===== src/design/rcpn_pkg.sv =====
`default_nettype none

package rcpn_pkg;

   localparam logic CMD_EDGE  = 1'b0;
   localparam logic CMD_FRAME = 1'b1;

   localparam logic [2:0] CSR_PULSE_MIN = 3'd0;
   localparam logic [2:0] CSR_PULSE_MID = 3'd1;
   localparam logic [2:0] CSR_PULSE_MAX = 3'd2;
   localparam logic [2:0] CSR_DEADBAND  = 3'd3;
   localparam logic [2:0] CSR_ROLL_CH   = 3'd4;
   localparam logic [2:0] CSR_PITCH_CH  = 3'd5;
   localparam logic [2:0] CSR_YAW_CH    = 3'd6;
   localparam logic [2:0] CSR_THR_CH    = 3'd7;

   // Width of a channel select; covers every channel count up to thirty-one.
   localparam int SEL_W = 5;

   localparam logic [15:0] RESET_MIN      = 16'd1000;
   localparam logic [15:0] RESET_MID      = 16'd1500;
   localparam logic [15:0] RESET_MAX      = 16'd2000;
   localparam logic [13:0] RESET_DEADBAND = 14'd819;
   localparam logic [2:0]  RESET_ROLL_CH  = 3'd0;
   localparam logic [2:0]  RESET_PITCH_CH = 3'd1;
   localparam logic [2:0]  RESET_YAW_CH   = 3'd3;
   localparam logic [2:0]  RESET_THR_CH   = 3'd2;

   typedef struct packed {
      logic [15:0] pulse_min;
      logic [15:0] pulse_mid;
      logic [15:0] pulse_max;
      logic [13:0] deadband;
      logic [2:0]  roll_ch;
      logic [2:0]  pitch_ch;
      logic [2:0]  yaw_ch;
      logic [2:0]  thr_ch;
   } cfg_type;

   localparam cfg_type CFG_RESET = '{
      pulse_min: RESET_MIN,
      pulse_mid: RESET_MID,
      pulse_max: RESET_MAX,
      deadband:  RESET_DEADBAND,
      roll_ch:   RESET_ROLL_CH,
      pitch_ch:  RESET_PITCH_CH,
      yaw_ch:    RESET_YAW_CH,
      thr_ch:    RESET_THR_CH
   };

   typedef struct packed {
      logic        valid;
      logic [2:0]  channel;
      logic        level;
      logic [31:0] stamp;
   } edge_type;

   typedef struct packed {
      logic signed [15:0] roll;
      logic signed [15:0] pitch;
      logic signed [15:0] yaw;
      logic [14:0]        throttle;
      logic               armed;
   } result_type;

   typedef enum logic [1:0] {
      DIV_IDLE,
      DIV_CHECK,
      DIV_RUN
   } div_state_type;

   typedef enum logic [2:0] {
      SEQ_IDLE,
      SEQ_FETCH,
      SEQ_SPAN,
      SEQ_WAIT_SPAN,
      SEQ_DBAND,
      SEQ_WAIT_DBAND,
      SEQ_ARM,
      SEQ_HOLD
   } seq_state_type;

   typedef enum logic [2:0] {
      AXIS_ROLL,
      AXIS_PITCH,
      AXIS_YAW,
      AXIS_THR,
      AXIS_ARM
   } axis_type;

   // Signed operand width of the divider: holds a 16-bit width difference
   // and a fraction of one in either sign.
   function automatic int span_width(input int frac_bits);
      return (frac_bits + 2 > 17) ? frac_bits + 2 : 17;
   endfunction

endpackage

`default_nettype wire


===== src/design/rcpn_serial_div.sv =====
`default_nettype none

// Bit-serial signed divider for ratios whose magnitude is at most one:
// q = trunc(num * 2^FRAC_BITS / den), saturated to +-2^FRAC_BITS, zero
// when den is zero. One quotient bit is shifted in per cycle.
module rcpn_serial_div #(
   parameter int FRAC_BITS = 14,
   localparam int W = rcpn_pkg::span_width(FRAC_BITS),
   localparam int QW = FRAC_BITS + 2
) (
   input  logic                 clock,
   input  logic                 reset,
   input  logic                 start,
   input  logic signed [W-1:0]  num,
   input  logic signed [W-1:0]  den,
   output logic                 done,
   output logic signed [QW-1:0] q
);

   localparam int MW = W - 1;
   localparam int CW = $clog2(FRAC_BITS + 1);
   localparam logic [FRAC_BITS:0] ONE_Q = {1'b1, {FRAC_BITS{1'b0}}};
   localparam logic [CW-1:0] LAST = CW'(FRAC_BITS);

   rcpn_pkg::div_state_type state_ff, state_in;
   logic                    done_ff, done_in;
   logic [MW-1:0]           num_mag_ff, num_mag_in;
   logic [MW-1:0]           den_ff, den_in;
   logic                    neg_ff, neg_in;
   logic [W-1:0]            rem_ff, rem_in;
   logic [FRAC_BITS:0]      quo_ff, quo_in;
   logic [CW-1:0]           cnt_ff, cnt_in;

   logic signed [W-1:0] num_abs;
   logic signed [W-1:0] den_abs;
   logic                ge;
   logic [W-1:0]        rem_sub;
   logic [W-1:0]        rem_sel;

   assign num_abs = num[W-1] ? -num : num;
   assign den_abs = den[W-1] ? -den : den;
   assign ge      = rem_ff >= {1'b0, den_ff};
   assign rem_sub = rem_ff - {1'b0, den_ff};
   assign rem_sel = ge ? rem_sub : rem_ff;

   always_comb begin
      state_in   = state_ff;
      done_in    = 1'b0;
      num_mag_in = num_mag_ff;
      den_in     = den_ff;
      neg_in     = neg_ff;
      rem_in     = rem_ff;
      quo_in     = quo_ff;
      cnt_in     = cnt_ff;
      case (state_ff)
         rcpn_pkg::DIV_IDLE: begin
            if (start) begin
               num_mag_in = num_abs[MW-1:0];
               den_in     = den_abs[MW-1:0];
               neg_in     = num[W-1] ^ den[W-1];
               state_in   = rcpn_pkg::DIV_CHECK;
            end
         end
         rcpn_pkg::DIV_CHECK: begin
            if (den_ff == '0) begin
               quo_in   = '0;
               done_in  = 1'b1;
               state_in = rcpn_pkg::DIV_IDLE;
            end else if (num_mag_ff > den_ff) begin
               // The ratio is above one, so it saturates.
               quo_in   = ONE_Q;
               done_in  = 1'b1;
               state_in = rcpn_pkg::DIV_IDLE;
            end else begin
               rem_in   = {1'b0, num_mag_ff};
               quo_in   = '0;
               cnt_in   = '0;
               state_in = rcpn_pkg::DIV_RUN;
            end
         end
         rcpn_pkg::DIV_RUN: begin
            rem_in = {rem_sel[W-2:0], 1'b0};
            quo_in = {quo_ff[FRAC_BITS-1:0], ge};
            cnt_in = cnt_ff + 1'b1;
            if (cnt_ff == LAST) begin
               done_in  = 1'b1;
               state_in = rcpn_pkg::DIV_IDLE;
            end
         end
         default: begin
            state_in = rcpn_pkg::DIV_IDLE;
         end
      endcase
   end

   always_ff @(posedge clock) begin
      if (reset) begin
         state_ff <= rcpn_pkg::DIV_IDLE;
         done_ff  <= 1'b0;
      end else begin
         state_ff <= state_in;
         done_ff  <= done_in;
      end
      num_mag_ff <= num_mag_in;
      den_ff     <= den_in;
      neg_ff     <= neg_in;
      rem_ff     <= rem_in;
      quo_ff     <= quo_in;
      cnt_ff     <= cnt_in;
   end

   assign done = done_ff;
   assign q    = neg_ff ? -$signed({1'b0, quo_ff}) : $signed({1'b0, quo_ff});

endmodule

`default_nettype wire


===== src/design/rcpn_pulse_store.sv =====
`default_nettype none

// Per-channel edge times and measured pulse widths.
module rcpn_pulse_store #(
   parameter int CHANNELS = 6
) (
   input  logic                         clock,
   input  logic                         reset,
   input  rcpn_pkg::edge_type           edge_ev,
   input  logic [rcpn_pkg::SEL_W-1:0]   rd_sel,
   output logic [15:0]                  rd_width
);

   localparam int SW = rcpn_pkg::SEL_W;
   localparam int IDX_W = $clog2(CHANNELS);
   localparam logic [SW-1:0] CHAN_LIMIT = SW'(CHANNELS);

   logic [31:0] start_times_ff [CHANNELS];
   logic [15:0] pulse_widths_ff [CHANNELS];

   logic [SW-1:0]    chan_wide;
   logic             chan_ok;
   logic [IDX_W-1:0] chan_idx;
   logic [31:0]      delta;
   logic [15:0]      width_sat;

   assign chan_wide = SW'(edge_ev.channel);
   assign chan_ok   = chan_wide < CHAN_LIMIT;
   assign chan_idx  = chan_wide[IDX_W-1:0];
   assign delta     = edge_ev.stamp - start_times_ff[chan_idx];
   assign width_sat = (delta[31:16] != '0) ? 16'hFFFF : delta[15:0];

   always_ff @(posedge clock) begin
      if (reset) begin
         for (int i = 0; i < CHANNELS; i++) begin
            start_times_ff[i]  <= '0;
            pulse_widths_ff[i] <= (i == int'(rcpn_pkg::RESET_THR_CH)) ?
                                  rcpn_pkg::RESET_MIN : rcpn_pkg::RESET_MID;
         end
      end else if (edge_ev.valid && chan_ok) begin
         if (edge_ev.level) begin
            start_times_ff[chan_idx] <= edge_ev.stamp;
         end else begin
            pulse_widths_ff[chan_idx] <= width_sat;
         end
      end
   end

   // A select beyond the last channel reads as a zero width.
   assign rd_width = (rd_sel < CHAN_LIMIT) ? pulse_widths_ff[rd_sel[IDX_W-1:0]] : '0;

endmodule

`default_nettype wire


===== src/design/rcpn_frame_seq.sv =====
`default_nettype none

// Frame sequencer: walks roll, pitch, yaw, throttle and the arm switch,
// clamping each width and running the normalizing divisions on one
// shared bit-serial divider.
module rcpn_frame_seq #(
   parameter int ARM_CHANNEL = 4,
   parameter int FRAC_BITS = 14
) (
   input  logic                       clock,
   input  logic                       reset,
   input  logic                       start,
   input  rcpn_pkg::cfg_type          cfg,
   output logic [rcpn_pkg::SEL_W-1:0] rd_sel,
   input  logic [15:0]                rd_width,
   output logic                       idle,
   output logic                       res_valid,
   input  logic                       res_take,
   output rcpn_pkg::result_type       res
);

   localparam int SW = rcpn_pkg::SEL_W;
   localparam int W  = rcpn_pkg::span_width(FRAC_BITS);
   localparam int QW = FRAC_BITS + 2;
   localparam int TW = FRAC_BITS + 6;
   localparam int DB_UP = (FRAC_BITS >= 14) ? FRAC_BITS - 14 : 0;
   localparam int DB_DN = (FRAC_BITS < 14) ? 14 - FRAC_BITS : 0;
   localparam logic signed [W-1:0] ONE_W = W'(1) << FRAC_BITS;
   localparam logic [TW-1:0] ONE_T = TW'(1) << FRAC_BITS;

   rcpn_pkg::seq_state_type state_ff, state_in;
   rcpn_pkg::axis_type      axis_ff, axis_in, axis_next;
   logic [15:0]             p_ff, p_in;
   logic signed [QW-1:0]    x_ff, x_in;
   logic signed [QW-1:0]    roll_ff, roll_in;
   logic signed [QW-1:0]    pitch_ff, pitch_in;
   logic signed [QW-1:0]    yaw_ff, yaw_in;
   logic [FRAC_BITS:0]      thr_ff, thr_in;
   logic                    armed_ff, armed_in;

   logic                 div_start;
   logic signed [W-1:0]  div_num;
   logic signed [W-1:0]  div_den;
   logic                 div_done;
   logic signed [QW-1:0] div_q;

   logic [15:0]          p_clamp;
   logic signed [W-1:0]  p_ext, min_ext, mid_ext, max_ext;
   logic signed [W-1:0]  span_num, span_den;
   logic signed [W-1:0]  db_ext, x_ext, x_mag;
   logic signed [W-1:0]  band_num, band_den;
   logic                 in_band;
   logic [TW-1:0]        thr20;
   logic                 stick_we;
   logic signed [QW-1:0] stick_val;

   rcpn_serial_div #(
      .FRAC_BITS(FRAC_BITS)
   ) u_div (
      .clock(clock),
      .reset(reset),
      .start(div_start),
      .num(div_num),
      .den(div_den),
      .done(div_done),
      .q(div_q)
   );

   always_comb begin
      case (axis_ff)
         rcpn_pkg::AXIS_ROLL:  rd_sel = SW'(cfg.roll_ch);
         rcpn_pkg::AXIS_PITCH: rd_sel = SW'(cfg.pitch_ch);
         rcpn_pkg::AXIS_YAW:   rd_sel = SW'(cfg.yaw_ch);
         rcpn_pkg::AXIS_THR:   rd_sel = SW'(cfg.thr_ch);
         default:              rd_sel = SW'(ARM_CHANNEL);
      endcase
   end

   always_comb begin
      case (axis_ff)
         rcpn_pkg::AXIS_ROLL:  axis_next = rcpn_pkg::AXIS_PITCH;
         rcpn_pkg::AXIS_PITCH: axis_next = rcpn_pkg::AXIS_YAW;
         default:              axis_next = rcpn_pkg::AXIS_THR;
      endcase
   end

   // Inverted limits: widths below the low one get it, others the high.
   assign p_clamp = (rd_width < cfg.pulse_min) ? cfg.pulse_min :
                    (rd_width > cfg.pulse_max) ? cfg.pulse_max : rd_width;

   assign p_ext   = $signed(W'(p_ff));
   assign min_ext = $signed(W'(cfg.pulse_min));
   assign mid_ext = $signed(W'(cfg.pulse_mid));
   assign max_ext = $signed(W'(cfg.pulse_max));

   assign span_num = (axis_ff == rcpn_pkg::AXIS_THR) ? p_ext - min_ext : p_ext - mid_ext;
   assign span_den = (axis_ff == rcpn_pkg::AXIS_THR) ? max_ext - min_ext : max_ext - mid_ext;

   assign db_ext   = $signed((W'(cfg.deadband) << DB_UP) >> DB_DN);
   assign x_ext    = W'(x_ff);
   assign x_mag    = x_ext[W-1] ? -x_ext : x_ext;
   assign in_band  = x_mag <= db_ext;
   assign band_num = x_ext[W-1] ? x_ext + db_ext : x_ext - db_ext;
   assign band_den = ONE_W - db_ext;

   assign thr20 = (TW'(thr_ff) << 4) + (TW'(thr_ff) << 2);

   always_comb begin
      state_in  = state_ff;
      axis_in   = axis_ff;
      p_in      = p_ff;
      x_in      = x_ff;
      roll_in   = roll_ff;
      pitch_in  = pitch_ff;
      yaw_in    = yaw_ff;
      thr_in    = thr_ff;
      armed_in  = armed_ff;
      div_start = 1'b0;
      div_num   = span_num;
      div_den   = span_den;
      stick_we  = 1'b0;
      stick_val = div_q;
      case (state_ff)
         rcpn_pkg::SEQ_IDLE: begin
            if (start) begin
               axis_in  = rcpn_pkg::AXIS_ROLL;
               state_in = rcpn_pkg::SEQ_FETCH;
            end
         end
         rcpn_pkg::SEQ_FETCH: begin
            p_in     = p_clamp;
            state_in = (axis_ff == rcpn_pkg::AXIS_ARM) ? rcpn_pkg::SEQ_ARM : rcpn_pkg::SEQ_SPAN;
         end
         rcpn_pkg::SEQ_SPAN: begin
            div_start = 1'b1;
            state_in  = rcpn_pkg::SEQ_WAIT_SPAN;
         end
         rcpn_pkg::SEQ_WAIT_SPAN: begin
            if (div_done) begin
               if (axis_ff == rcpn_pkg::AXIS_THR) begin
                  thr_in   = div_q[QW-1] ? '0 : div_q[FRAC_BITS:0];
                  axis_in  = rcpn_pkg::AXIS_ARM;
                  state_in = rcpn_pkg::SEQ_FETCH;
               end else begin
                  x_in     = div_q;
                  state_in = rcpn_pkg::SEQ_DBAND;
               end
            end
         end
         rcpn_pkg::SEQ_DBAND: begin
            if (in_band) begin
               stick_we  = 1'b1;
               stick_val = '0;
               axis_in   = axis_next;
               state_in  = rcpn_pkg::SEQ_FETCH;
            end else begin
               div_start = 1'b1;
               div_num   = band_num;
               div_den   = band_den;
               state_in  = rcpn_pkg::SEQ_WAIT_DBAND;
            end
         end
         rcpn_pkg::SEQ_WAIT_DBAND: begin
            if (div_done) begin
               stick_we = 1'b1;
               axis_in  = axis_next;
               state_in = rcpn_pkg::SEQ_FETCH;
            end
         end
         rcpn_pkg::SEQ_ARM: begin
            armed_in = (thr20 < ONE_T) && (p_ff > cfg.pulse_mid);
            state_in = rcpn_pkg::SEQ_HOLD;
         end
         rcpn_pkg::SEQ_HOLD: begin
            if (res_take) begin
               state_in = rcpn_pkg::SEQ_IDLE;
            end
         end
         default: begin
            state_in = rcpn_pkg::SEQ_IDLE;
         end
      endcase
      if (stick_we) begin
         case (axis_ff)
            rcpn_pkg::AXIS_ROLL:  roll_in  = stick_val;
            rcpn_pkg::AXIS_PITCH: pitch_in = stick_val;
            rcpn_pkg::AXIS_YAW:   yaw_in   = stick_val;
            default: ;
         endcase
      end
   end

   always_ff @(posedge clock) begin
      if (reset) begin
         state_ff <= rcpn_pkg::SEQ_IDLE;
         axis_ff  <= rcpn_pkg::AXIS_ROLL;
      end else begin
         state_ff <= state_in;
         axis_ff  <= axis_in;
      end
      p_ff     <= p_in;
      x_ff     <= x_in;
      roll_ff  <= roll_in;
      pitch_ff <= pitch_in;
      yaw_ff   <= yaw_in;
      thr_ff   <= thr_in;
      armed_ff <= armed_in;
   end

   assign idle      = state_ff == rcpn_pkg::SEQ_IDLE;
   assign res_valid = state_ff == rcpn_pkg::SEQ_HOLD;
   assign res = '{
      roll:     16'(roll_ff),
      pitch:    16'(pitch_ff),
      yaw:      16'(yaw_ff),
      throttle: 15'(thr_ff),
      armed:    armed_ff
   };

endmodule

`default_nettype wire


===== src/design/rc_pulse_capture_normalizer.sv =====
// RC receiver pulse capture with stick normalization.
// req_* carries one item per beat. A pin-edge beat (req_command 0) updates
// the start time or the pulse width of req_channel as it is taken and gives
// no result; edges can be taken on consecutive cycles. A frame-read beat
// (req_command 1) yields one rsp_* beat with roll, pitch and yaw in signed
// fixed point, throttle in 0..one and the armed flag.
// A frame runs its divisions one after another on the shared bit-serial
// divider, one quotient bit per cycle: up to seven divisions, two per stick
// and one for throttle, with fetch and control steps per axis around them.
// Sticks inside the deadband skip their second division. req_ready is low
// while a frame runs and until its result enters the rsp_* output register,
// so no new beat is taken before then.
// The finished frame moves into the rsp_* output register, so a new beat is
// taken while an earlier result waits on rsp_ready; a second frame finishes
// and waits inside the block until that register frees up.
// csr_* writes a configuration register per beat and is always ready; write
// only while the block is idle. Reset restores the register defaults, zero
// start times, centered widths and a low throttle width.
`default_nettype none

module rc_pulse_capture_normalizer #(
   parameter int CHANNELS = 6,
   parameter int ARM_CHANNEL = 4,
   parameter int FRAC_BITS = 14
) (
   input  logic               clock,
   input  logic               reset,
   input  logic               req_valid,
   output logic               req_ready,
   input  logic               req_command,
   input  logic [2:0]         req_channel,
   input  logic               req_level,
   input  logic [31:0]        req_time_us,
   output logic               rsp_valid,
   input  logic               rsp_ready,
   output logic signed [15:0] rsp_roll_q14,
   output logic signed [15:0] rsp_pitch_q14,
   output logic signed [15:0] rsp_yaw_q14,
   output logic [14:0]        rsp_throttle_q14,
   output logic               rsp_armed,
   input  logic               csr_valid,
   output logic               csr_ready,
   input  logic [2:0]         csr_index,
   input  logic [15:0]        csr_data
);

   rcpn_pkg::cfg_type    cfg_ff;
   rcpn_pkg::edge_type   edge_ev;
   rcpn_pkg::result_type res;
   rcpn_pkg::result_type rsp_res_ff;
   logic                 rsp_valid_ff, rsp_valid_in;

   logic [rcpn_pkg::SEL_W-1:0] rd_sel;
   logic [15:0]                rd_width;
   logic                       req_take;
   logic                       seq_idle;
   logic                       res_valid;
   logic                       res_take;

   assign csr_ready = 1'b1;
   assign req_ready = seq_idle;
   assign req_take  = req_valid && req_ready;

   always_ff @(posedge clock) begin
      if (reset) begin
         cfg_ff <= rcpn_pkg::CFG_RESET;
      end else if (csr_valid && csr_ready) begin
         case (csr_index)
            rcpn_pkg::CSR_PULSE_MIN: cfg_ff.pulse_min <= csr_data;
            rcpn_pkg::CSR_PULSE_MID: cfg_ff.pulse_mid <= csr_data;
            rcpn_pkg::CSR_PULSE_MAX: cfg_ff.pulse_max <= csr_data;
            rcpn_pkg::CSR_DEADBAND:  cfg_ff.deadband  <= csr_data[13:0];
            rcpn_pkg::CSR_ROLL_CH:   cfg_ff.roll_ch   <= csr_data[2:0];
            rcpn_pkg::CSR_PITCH_CH:  cfg_ff.pitch_ch  <= csr_data[2:0];
            rcpn_pkg::CSR_YAW_CH:    cfg_ff.yaw_ch    <= csr_data[2:0];
            rcpn_pkg::CSR_THR_CH:    cfg_ff.thr_ch    <= csr_data[2:0];
            default: ;
         endcase
      end
   end

   assign edge_ev = '{
      valid:   req_take && (req_command == rcpn_pkg::CMD_EDGE),
      channel: req_channel,
      level:   req_level,
      stamp:   req_time_us
   };

   rcpn_pulse_store #(
      .CHANNELS(CHANNELS)
   ) u_store (
      .clock(clock),
      .reset(reset),
      .edge_ev(edge_ev),
      .rd_sel(rd_sel),
      .rd_width(rd_width)
   );

   rcpn_frame_seq #(
      .ARM_CHANNEL(ARM_CHANNEL),
      .FRAC_BITS(FRAC_BITS)
   ) u_seq (
      .clock(clock),
      .reset(reset),
      .start(req_take && (req_command == rcpn_pkg::CMD_FRAME)),
      .cfg(cfg_ff),
      .rd_sel(rd_sel),
      .rd_width(rd_width),
      .idle(seq_idle),
      .res_valid(res_valid),
      .res_take(res_take),
      .res(res)
   );

   // The output register loads when it is empty or being emptied this cycle.
   assign res_take = res_valid && (!rsp_valid_ff || rsp_ready);

   always_comb begin
      rsp_valid_in = rsp_valid_ff;
      if (res_take) begin
         rsp_valid_in = 1'b1;
      end else if (rsp_ready) begin
         rsp_valid_in = 1'b0;
      end
   end

   always_ff @(posedge clock) begin
      if (reset) begin
         rsp_valid_ff <= 1'b0;
      end else begin
         rsp_valid_ff <= rsp_valid_in;
      end
      if (res_take) begin
         rsp_res_ff <= res;
      end
   end

   assign rsp_valid        = rsp_valid_ff;
   assign rsp_roll_q14     = rsp_res_ff.roll;
   assign rsp_pitch_q14    = rsp_res_ff.pitch;
   assign rsp_yaw_q14      = rsp_res_ff.yaw;
   assign rsp_throttle_q14 = rsp_res_ff.throttle;
   assign rsp_armed        = rsp_res_ff.armed;

endmodule

`default_nettype wire


===== config.mk =====
export PLATFORM = sky130hd
export DESIGN_NAME = rc_pulse_capture_normalizer
export DESIGN_NICKNAME = d
export VERILOG_FILES = /design/src/design/rcpn_pkg.sv /design/src/design/rcpn_serial_div.sv /design/src/design/rcpn_pulse_store.sv /design/src/design/rcpn_frame_seq.sv /design/src/design/rc_pulse_capture_normalizer.sv
export SDC_FILE = /design/constraint.sdc
export NUM_CORES = 1
export LEC_CHECK = 0
export ABC_CLOCK_PERIOD_IN_PS = 16760
export BUFFER_PORTS_ARGS = -buffer_cell sky130_fd_sc_hd__buf_2
export CAP_MARGIN = 0
export CORE_ASPECT_RATIO = 1.1
export CORE_MARGIN = 5
export CORE_UTILIZATION = 45
export DETAILED_ROUTE_END_ITERATION = 16
export SETUP_SLACK_MARGIN = 0.1
export SLEW_MARGIN = 20
export SYNTH_ARGS = -nofsm -noshare
export SYNTH_HDL_FRONTEND = slang
export SYNTH_SLANG_ARGS = --single-unit

===== constraint.sdc =====
create_clock -name clock -period 16.76 [get_ports clock]
set_input_delay 1.676 -clock clock [delete_from_list [all_inputs] [get_ports clock]]
set_output_delay 1.676 -clock clock [all_outputs]
set_load 0.01 [all_outputs]

==> run summary <==
### Clock network
• **later-pin clock latency in the skew report** 0.65 ns
• **clock tree from TritonCTS** done
• **number of setup buffers added after CTS** 0
• **clock slew at the register clock pins of the worst setup and hold paths** 0.06 ns
• **number of levels in the clock H-tree** 3
• **cts-stage hold buffer count** 0
• **buffer levels on the longest clock path** 3
• **number of clock buffers inserted by TritonCTS** 72
• **TritonCTS Sinks** 665
• **cell at the root of the clock tree** clkbuf_16
• **post-cts gate resize count** 0

### Power
• **Switching Power** 1.81 mW
• **Leak** 15.5 nW
• **switching portion of total power** 33.8%
• **portion of total power attributed to the clock network** 28.6%
• **Max VDD drop** 88.8 uV
• **Comb pwr share** 31.6%
• **Cell Pwr Density** 133 nW/um^2
• **P_int** 3.56 mW
• **sequential cell fraction of total power** 39.8%

### Floorplan
• **Std-Cell Core Area** 80200 sq um
• **DIE WIDTH** 281 um
• **Initial Util** 45.3%
• **Die Height** 308 um
• **FP Rows** 109
• **floorplan die area** 86500 sq um
• **I/O pin cnt** 128

### Job
• **number of max-capacitance violations reported** 0

### GRT
• **first-pass GRT wire length** 147 mm
• **overflow left after global routing** 0
• **overall fraction of global-route tracks in use** 21.7%
• **vias in the first global route** 25.1k
• **maximum number of pins on one net before global-route repair** 97
• **number of antenna violations at the first check in global routing** 3

### Final layout
• **FF/Latch Area** 19100 sq um
• **antenna fix cells** 0
• **total number of nets in the final design** 3714
• **highest-count cells in the layout ignoring fill and taps** edfxtp_1, nor2_1, nand2_1
• **most frequent standard cell in the layout excluding fill and tap cells** edfxtp_1
• **filler cell count in the final layout** 7309
• **multi-input logic area** 16300 sq um
• **core utilization of the finished layout** 50.6%
• **share of final-layout standard cells stronger than drive strength 1** 10.6%
• **P&R area growth vs syn** 11.7%

### Detailed routing
• **post-route ant nets** 0
• **met3 wirelength from detailed routing** 4.48 mm
• **per-cell routed wire length** 20.8 um
• **total length of routed wires** 95.0 mm
• **routed length on met1** 40.4 mm
• **max layer used** met5
• **DR vias** 25.5k
• **drt via density** 5.60
• **met2 routed WL** 47.0 mm
• **first-pass iteration count of the detailed router** 6
• **first-iteration detailed-routing DRC count** 1923
• **remaining design rule violation count** 0

### Place
• **Final Wtd Congestion** 0.892
• **number of input and output port buffers inserted** 126
• **DP HPWL** 66.5 mm

### Worst setup path
• **critical path peak fanout** 96
• **CP arrival** 7.91 ns
• **endpoint type of the worst setup path** flip-flop
• **WP data required** 17.09 ns
• **start-to-end type of the worst setup path** in -> reg
• **Critical Path Start Type** primary input

### Logic synthesis
• **Synth Warn #** 0
• **count of flip-flops with a built-in enable after synthesis** 581
• **Post-Synthesis Cell Area** 36300 sq um
• **share of the yosys chip area belonging to registers** 52.7%
• **synthesized instance count** 3307
• **leading register cell type out of synthesis** edfxtp_1
• **post-synthesis sequential element count** 665
• **fraction of synthesis flops using an asynchronous set or reset pin** 0%
• **Mapped Avg Cell Area** 11.0 sq um
• **distinct cell type count of the synthesized netlist** 79

### Timing
• **measured slew at the worst slew-check pin** 1.11 ns
• **time the worst path needs with I/O delays and setup** 7.58 ns
• **period utilization** 45.2%
• **final-report setup violation count** 0
• **Setup Total Neg Slack** 0 ns
• **Final Slew Violations** 0
• **tightest slew margin relative to the limit** 26.0%
• **setup skew after layout** 0.0358 ns
• **Max Clock Freq** 0.132 GHz
• **RSZ-0062 raised after global routing** no
• **Final Hold Viols** 0

### Hold path
• **Hold/Removal Path Class** reg -> reg

### Status
• **outcome** complete, no violations

cell families after synthesis:
| family | share of synthesized area, % |
|---|---|
| flip-flops | 52.7 |
| AO/OA/AOI/OAI | 11.3 |
| multiplexers | 7.65 |
| AND/OR/NAND/NOR | 14.4 |
| other | 0.0207 |
| buffers and inverters | 3.45 |
| XOR/XNOR | 3.52 |
| adder cells (fa/ha/maj) | 6.98 |
final timing paths:
kind                                        from  cells after the start                             end  slack [ns]
worst max-delay path              req_channel[0]                     16  u_store.pulse_widths_ff[1][14]        9.18
worst max register to register  u_seq.axis_ff[0]                     16          u_seq.u_div.den_ff[15]       10.84
worst min register to register   u_seq.yaw_ff[2]                      0                  rsp_yaw_q14[2]        0.41
worst min-delay path             u_seq.yaw_ff[2]                      0                  rsp_yaw_q14[2]        0.41
layer usage:
| metal | global-route usage (%) | vias up |
|---|---|---|
| met3 | 3.34 | 176 |
| met4 | 7.33 | 6 |
| met2 | 37.5 | 611 |
| met1 | 28.0 | 12396 |
| met5 | 0 | - |
| li1 | - | 12348 |
power by group through the flow:
stage	clock network (mW)	logic, mW	registers, mW
after global routing	1.64	1.87	2.16
final	1.54	1.70	2.14
after CTS	1.57	1.70	2.14
after floorplan	0	1.24	2.13
after global placement	0	1.68	2.17
after detailed placement	0	1.69	2.17
worst max-delay path: stages:
cell and delay (ns):
buf_4 0.57, buf_4 0.63, mux4_2 0.57, mux2i_1 0.26, ha_1 0.28, nor2b_1 0.14
o31a_1 0.27, o41a_1 0.39, o22ai_1 0.42, a21oi_1 0.15, xnor2_1 0.15, or4_1 0.50
or4_1 0.53, nor4_4 0.27, buf_4 0.79, a21oi_1 0.17
final cells by class:
cell class              instances  share of cell area, %
clock buffers                  85                   4.56
clock inverters                43                   1.01
inverters                     174                   1.61
multi-input cells            2379                   40.1
flip-flops and latches        665                   47.2
well taps                    1054                   3.25
repair buffers                162                   2.24
synth_stat cells, drive strengths merged (9+ instances only):
cell type  number  area [sq um]
edfxtp        581         17400
nor2          400          1500
nand2         293          1100
a21oi         243          1220
ha            193          2410
inv           173           649
o21ai         121           606
mux2i         119          1190
clkbuf        113           424
xnor2         110           963
nand3          87           435
dfxtp          84          1680
mux4           66          1490
and2           60           375
a21o           48           360
nand2b         48           300
nor2b          45           282
nor3           41           205
buf            39           176
xor2           36           315
nand4          31           194
a211o          30           263
a211oi         24           180
a31oi          24           150
o21a           24           180
nor4           20           140
o22ai          20           125
or3            19           119
o211ai         17           128
o31ai          16           120
or4            15           113
and3           14          87.6
o31a           13           114
nand3b         11          82.6
nor3b          10          75.1
o41ai          10          87.6
mux2            9           101
registers in the layout (all words and copies together), names as in the netlist, 16 cells and up:
name	flops
u_seq.x_ff	16
u_seq.u_div.den_ff	16
cfg_ff	74
u_seq.roll_ff	16
u_seq.u_div.num_mag_ff	16
u_store.start_times_ff	256
u_seq.pitch_ff	16
rsp_roll_q14	16
u_seq.p_ff	16
rsp_yaw_q14	16
u_seq.u_div.rem_ff	17
rsp_pitch_q14	16
u_store.pulse_widths_ff	96
u_seq.yaw_ff	16
stage by stage:
step                cells  setup WS, ns  hold WS (ns)  power (mW)  area [sq um]
finish               4562          9.18         0.414        5.37         40500
CTS                  4562          9.15         0.415        5.41         40500
global route         4562          8.72         0.422        5.67         40500
global placement     4434          8.52         0.401        3.85         38300
detailed placement   4434          8.50         0.405        3.86         38300
floorplan            3370         10.09         0.400        3.37         36500
Power figures use the tool's default switching activity.
